--- src/rtl/core/bste_pkg.sv ---
package bste_pkg;

   localparam int KEY_W             = 32;
   localparam int VALUE_W           = 64;
   localparam int STATUS_W          = 3;
   localparam int NODE_W            = 10;
   localparam int COUNT_W           = 11;
   localparam int COUNT_MAX         = 2047;
   localparam int DEFAULT_MAX_NODES = 1024;

   // result status codes
   localparam logic [STATUS_W-1:0] ST_FOUND     = 3'd0;
   localparam logic [STATUS_W-1:0] ST_NOT_FOUND = 3'd1;
   localparam logic [STATUS_W-1:0] ST_INSERTED  = 3'd2;
   localparam logic [STATUS_W-1:0] ST_DUPLICATE = 3'd3;
   localparam logic [STATUS_W-1:0] ST_FULL      = 3'd4;

   // request kinds
   localparam logic REQ_INSERT = 1'b0;
   localparam logic REQ_SEARCH = 1'b1;

   // controller to datapath
   typedef struct packed {
      logic                idle;
      logic                start_walk;
      logic                walk_step;
      logic                read_next;
      logic                write_new;
      logic                write_link;
      logic                load_rsp;
      logic [STATUS_W-1:0] rsp_code;
   } bste_cmd_type;

   // datapath to controller
   typedef struct packed {
      logic req_fire;
      logic is_search;
      logic empty;
      logic full;
      logic hit;
      logic go_on;
      logic out_free;
   } bste_stat_type;

endpackage

--- src/rtl/core/bste_ctrl.sv ---
module bste_ctrl (
   input  logic                    clock,
   input  logic                    reset,
   input  bste_pkg::bste_stat_type stat,
   output bste_pkg::bste_cmd_type  cmd
);

   localparam logic [2:0] S_IDLE     = 3'd0;
   localparam logic [2:0] S_DISPATCH = 3'd1;
   localparam logic [2:0] S_WALK     = 3'd2;
   localparam logic [2:0] S_WR_NEW   = 3'd3;
   localparam logic [2:0] S_WR_LINK  = 3'd4;
   localparam logic [2:0] S_FINISH   = 3'd5;

   logic [2:0]                    state_ff, state_in;
   logic [bste_pkg::STATUS_W-1:0] code_ff, code_in;
   logic                          link_ff, link_in;

   always_comb begin
      state_in = state_ff;
      code_in  = code_ff;
      link_in  = link_ff;
      cmd      = '0;
      cmd.rsp_code = code_ff;
      unique case (state_ff)
         S_IDLE: begin
            cmd.idle = 1'b1;
            if (stat.req_fire) begin
               state_in = S_DISPATCH;
            end
         end
         S_DISPATCH: begin
            if (!stat.is_search && stat.full) begin
               code_in  = bste_pkg::ST_FULL;
               state_in = S_FINISH;
            end else if (stat.empty) begin
               if (stat.is_search) begin
                  code_in  = bste_pkg::ST_NOT_FOUND;
                  state_in = S_FINISH;
               end else begin
                  // first node becomes the root, no parent link
                  code_in  = bste_pkg::ST_INSERTED;
                  link_in  = 1'b0;
                  state_in = S_WR_NEW;
               end
            end else begin
               cmd.start_walk = 1'b1;
               state_in       = S_WALK;
            end
         end
         S_WALK: begin
            cmd.walk_step = 1'b1;
            if (stat.hit) begin
               code_in  = stat.is_search ? bste_pkg::ST_FOUND : bste_pkg::ST_DUPLICATE;
               state_in = S_FINISH;
            end else if (stat.go_on) begin
               cmd.read_next = 1'b1;
            end else if (stat.is_search) begin
               code_in  = bste_pkg::ST_NOT_FOUND;
               state_in = S_FINISH;
            end else begin
               code_in  = bste_pkg::ST_INSERTED;
               link_in  = 1'b1;
               state_in = S_WR_NEW;
            end
         end
         S_WR_NEW: begin
            cmd.write_new = 1'b1;
            state_in      = link_ff ? S_WR_LINK : S_FINISH;
         end
         S_WR_LINK: begin
            cmd.write_link = 1'b1;
            state_in       = S_FINISH;
         end
         S_FINISH: begin
            if (stat.out_free) begin
               cmd.load_rsp = 1'b1;
               state_in     = S_IDLE;
            end
         end
         default: begin
            state_in = S_IDLE;
         end
      endcase
   end

   always_ff @(posedge clock) begin
      if (reset) begin
         state_ff <= S_IDLE;
      end else begin
         state_ff <= state_in;
      end
      code_ff <= code_in;
      link_ff <= link_in;
   end

endmodule

--- config.mk ---
export PLATFORM = sky130hd
export DESIGN_NAME = bste_ctrl
export DESIGN_NICKNAME = d
export VERILOG_FILES = /design/src/rtl/core/bste_pkg.sv /design/src/rtl/core/bste_ctrl.sv
export SDC_FILE = /design/constraint.sdc
export NUM_CORES = 1
export LEC_CHECK = 0
export BUFFER_PORTS_ARGS = -buffer_cell sky130_fd_sc_hd__buf_2
export CORE_AREA = 4 4 41 43
export CTS_BUF_LIST = sky130_fd_sc_hd__clkbuf_4
export DETAILED_ROUTE_END_ITERATION = 6
export DIE_AREA = 0 0 45 47
export PLACE_DENSITY = 0.75
export REMOVE_ABC_BUFFERS = 1
export SLEW_MARGIN = 20
export SYNTH_ARGS = -nofsm -noshare
export SYNTH_HDL_FRONTEND = slang
export SYNTH_SLANG_ARGS = --single-unit
--- constraint.sdc ---
create_clock -name clock -period 2.05 [get_ports clock]
set_clock_uncertainty 0.15 [all_clocks]
set_input_delay 0.1025 -clock clock [delete_from_list [all_inputs] [get_ports clock]]
set_output_delay 0.1025 -clock clock [all_outputs]
set_load 0.02 [all_outputs]
==> results by group <==
STA
  • Final setup vio count: 0
  • Achievable Freq: 531 MHz
  • Final hold violations: 0
  • Max_slew headroom: 72.3%
  • Hold WS: 45.4 ps
  • RSZ-0062 raised after global routing: false
  • Min cycle time layout: 1880 ps
  • Fin Setup TNS: 0 ps
  • Worst-Margin Slew: 415 ps
  • Slew Viols, Final: 0
  • Tcrit/Tclk final: 91.8%

Outcome
  • Status: completed

CTS
  • CTS clk-pin slew, worst paths: 60 ps
  • Hold buffers post-CTS: 1
  • Clock Path Buffers: 2
  • Clk Latency, worst-skew pair: 260 ps
  • Clk root buf: clkbuf_4
  • Resized Gates After CTS: 0
  • Clock H-tree levels: 1
  • TritonCTS clock tree: yes
  • CTS sink cnt: 7
  • CTS buffer count: 3
  • Post-CTS setup buffers: 0

Routing
  • Initial DRC count: 11
  • DR WL/cell: 13.4 µm
  • Drt first pass iters: 4
  • # DRC: 0
  • Vias/cell: 5.41
  • DR vias: 519
  • WL final: 1280 µm
  • Post-detailed-route count of antenna-violating nets: 0

Hold path
  • Hold WC Path Type: in2reg
  • Hold Crit Depth: 2
  • End point of the worst hold path: code_ff[1]
  • Hold_sp: stat[3]

Finish
  • Commonest non-fill, non-tap cells in the layout: buf_2 (18), inv_1 (5), nor2_1 (5)
  • Final Net Count: 93
  • Design Area, Final: 652 µm²
  • Layout cells sized above 1: 37.0%
  • # diodes: 0
  • Area Overhead vs Synth: 22.6%
  • Commonest non-fill, non-tap cell in the layout: buf_2

Place
  • # port buffers: 18
  • Post-placement cell area: 612 µm²
  • Final HPWL DP: 969 µm
  • GPL Wtd Cong: 0.792

Floorplanning
  • Initial Util: 40.9%
  • # IOs: 19
  • Area of the core: 1300 µm²
  • Height of the die: 47 µm
  • Full die area: 2120 µm²
  • Die width: 45 µm
  • # rows: 13

Worst setup path
  • CP endpoint kind: primary output
  • CP required: 1800 ps
  • Critical R2R Launch: state_ff[0]
  • Critical Path Source Type: flip-flop
  • FF-to-FF setup slack: 240 ps
  • Worst path arrival time: 1630 ps
  • Worst r2r dst: code_ff[0]
  • Register-to-Register Path Depth: 3
  • Crit Path Max Fanout: 13
  • Critical setup path kind: reg2out

Logic synthesis
  • Sequential area share after synthesis: 33.9%
  • Syn. warnings: 0
  • Top post-synthesis cells by area: edfxtp_1 (23%), dfxtp_1 (11%), ha_1 (4.7%)
  • Syn Std Cell Area: 532 µm²
  • Syn Inst Count: 62
  • Share of the synthesized area in the top cell type: 22.6%
  • Avg Inst Size Synth: 8.58 µm²
  • Area leader, netlist: edfxtp_1
  • Synth Register Bits: 7
  • Distinct cells, synth: 30

Global routing
  • GRT overflow: 0
  • Total GRT Usage: 13.4%
  • Vias in the first global route: 485
  • Global-route wire length before repair: 2050 µm
  • Largest net degree at the start of global routing: 14
  • Initial antenna violation count: 0

Flow run
  • Max cap viols: 0

Power
  • P_leak: 0.292 nW
  • Power per Cell Area: 830 nW/µm²
  • Maximum vdd drop: 0.409 mV
## stage by stage
| step | util (%) | std cells | worst slack (ps) | power, mW |
|---|---|---|---|---|
| 2_1_floorplan | - | 58 | 472 | 0.338 |
| 3_3_place_gp | 47.0 | 91 | 368 | 0.396 |
| 3_5_place_dp | 47.0 | 91 | 321 | 0.400 |
| 4_1_cts | 50.1 | 96 | 187 | 0.539 |
| 5_1_grt | 50.1 | 96 | 36.3 | 0.569 |
| 6_report | 50.1 | 96 | 168 | 0.541 |
## worst max path at each step
stage | endpoint | slack [ps] | startpoint
2_1_floorplan | state_ff[2] | 470 | state_ff[1]
3_3_place_gp | code_ff[0] | 370 | state_ff[0]
3_5_place_dp | code_ff[1] | 320 | state_ff[0]
4_1_cts | cmd[6] | 190 | state_ff[1]
5_1_grt | cmd[6] | 40 | state_ff[1]
6_report | cmd[6] | 170 | state_ff[1]
## cell usage after synthesis
library cell	number
a211oi_1	2
a21oi_1	2
a21oi_2	1
a221oi_2	1
a22oi_1	2
a31oi_1	1
and2_1	1
and2b_1	1
and3_2	2
buf_2	2
buf_4	1
buf_6	1
dfxtp_1	3
edfxtp_1	4
ha_1	2
inv_1	5
inv_4	1
nand2_1	4
nand2b_1	4
nand4_1	1
nor2_1	5
nor2_2	1
nor2b_1	2
nor3_1	4
nor4b_1	1
o21ai_0	4
o22ai_1	1
o31ai_1	1
o32ai_2	1
or3_4	1
## kinds of logic (layout without fill, tap and decap cells)
logic type	Yosys count	count (layout)	synth area share [%]
and+or+nand+nor	27	27	28.7
adders and majority gates	2	2	4.71
buffers and inverters	10	29	10.1
DFF	7	7	33.9
AOI/OAI and AO/OA	16	16	22.6
## critical path: stages (launching register included)
cell and delay [ps]:
dfxtp_1 560, nand2b_1 160, nor2_2 310, and2_1 190, buf_2 160
## layer usage
layer / GRT usage (%) / wire length, µm / vias to the layer above
li1: - / - / 261
met1: 16.4 / 544 / 232
met2: 22.3 / 640 / 22
met3: 1.53 / 57 / 4
met4: 8.77 / 42 / 0
met5: 0 / 0 / -
## layout make-up
class                   count  area (µm²)
clock buffers               4        30.0
fillers                   140         649
inverters                   6        25.0
multi-input cells          45         298
flip-flops and latches      7         180
well taps                  15        18.8
repair buffers             19         100
## sequential cells by signal (all words and copies together), names as in the netlist
| register | flops |
|---|---|
| code_ff | 3 |
| link_ff | 1 |
| state_ff | 3 |
## power breakdown
| group | switching, mW | internal (mW) | total [mW] |
|---|---|---|---|
| Sequential | 0.0346 | 0.174 | 0.208 |
| Combinational | 0.115 | 0.0768 | 0.192 |
| Clock | 0.0538 | 0.0877 | 0.141 |
(Power assumes the default switching activity.)
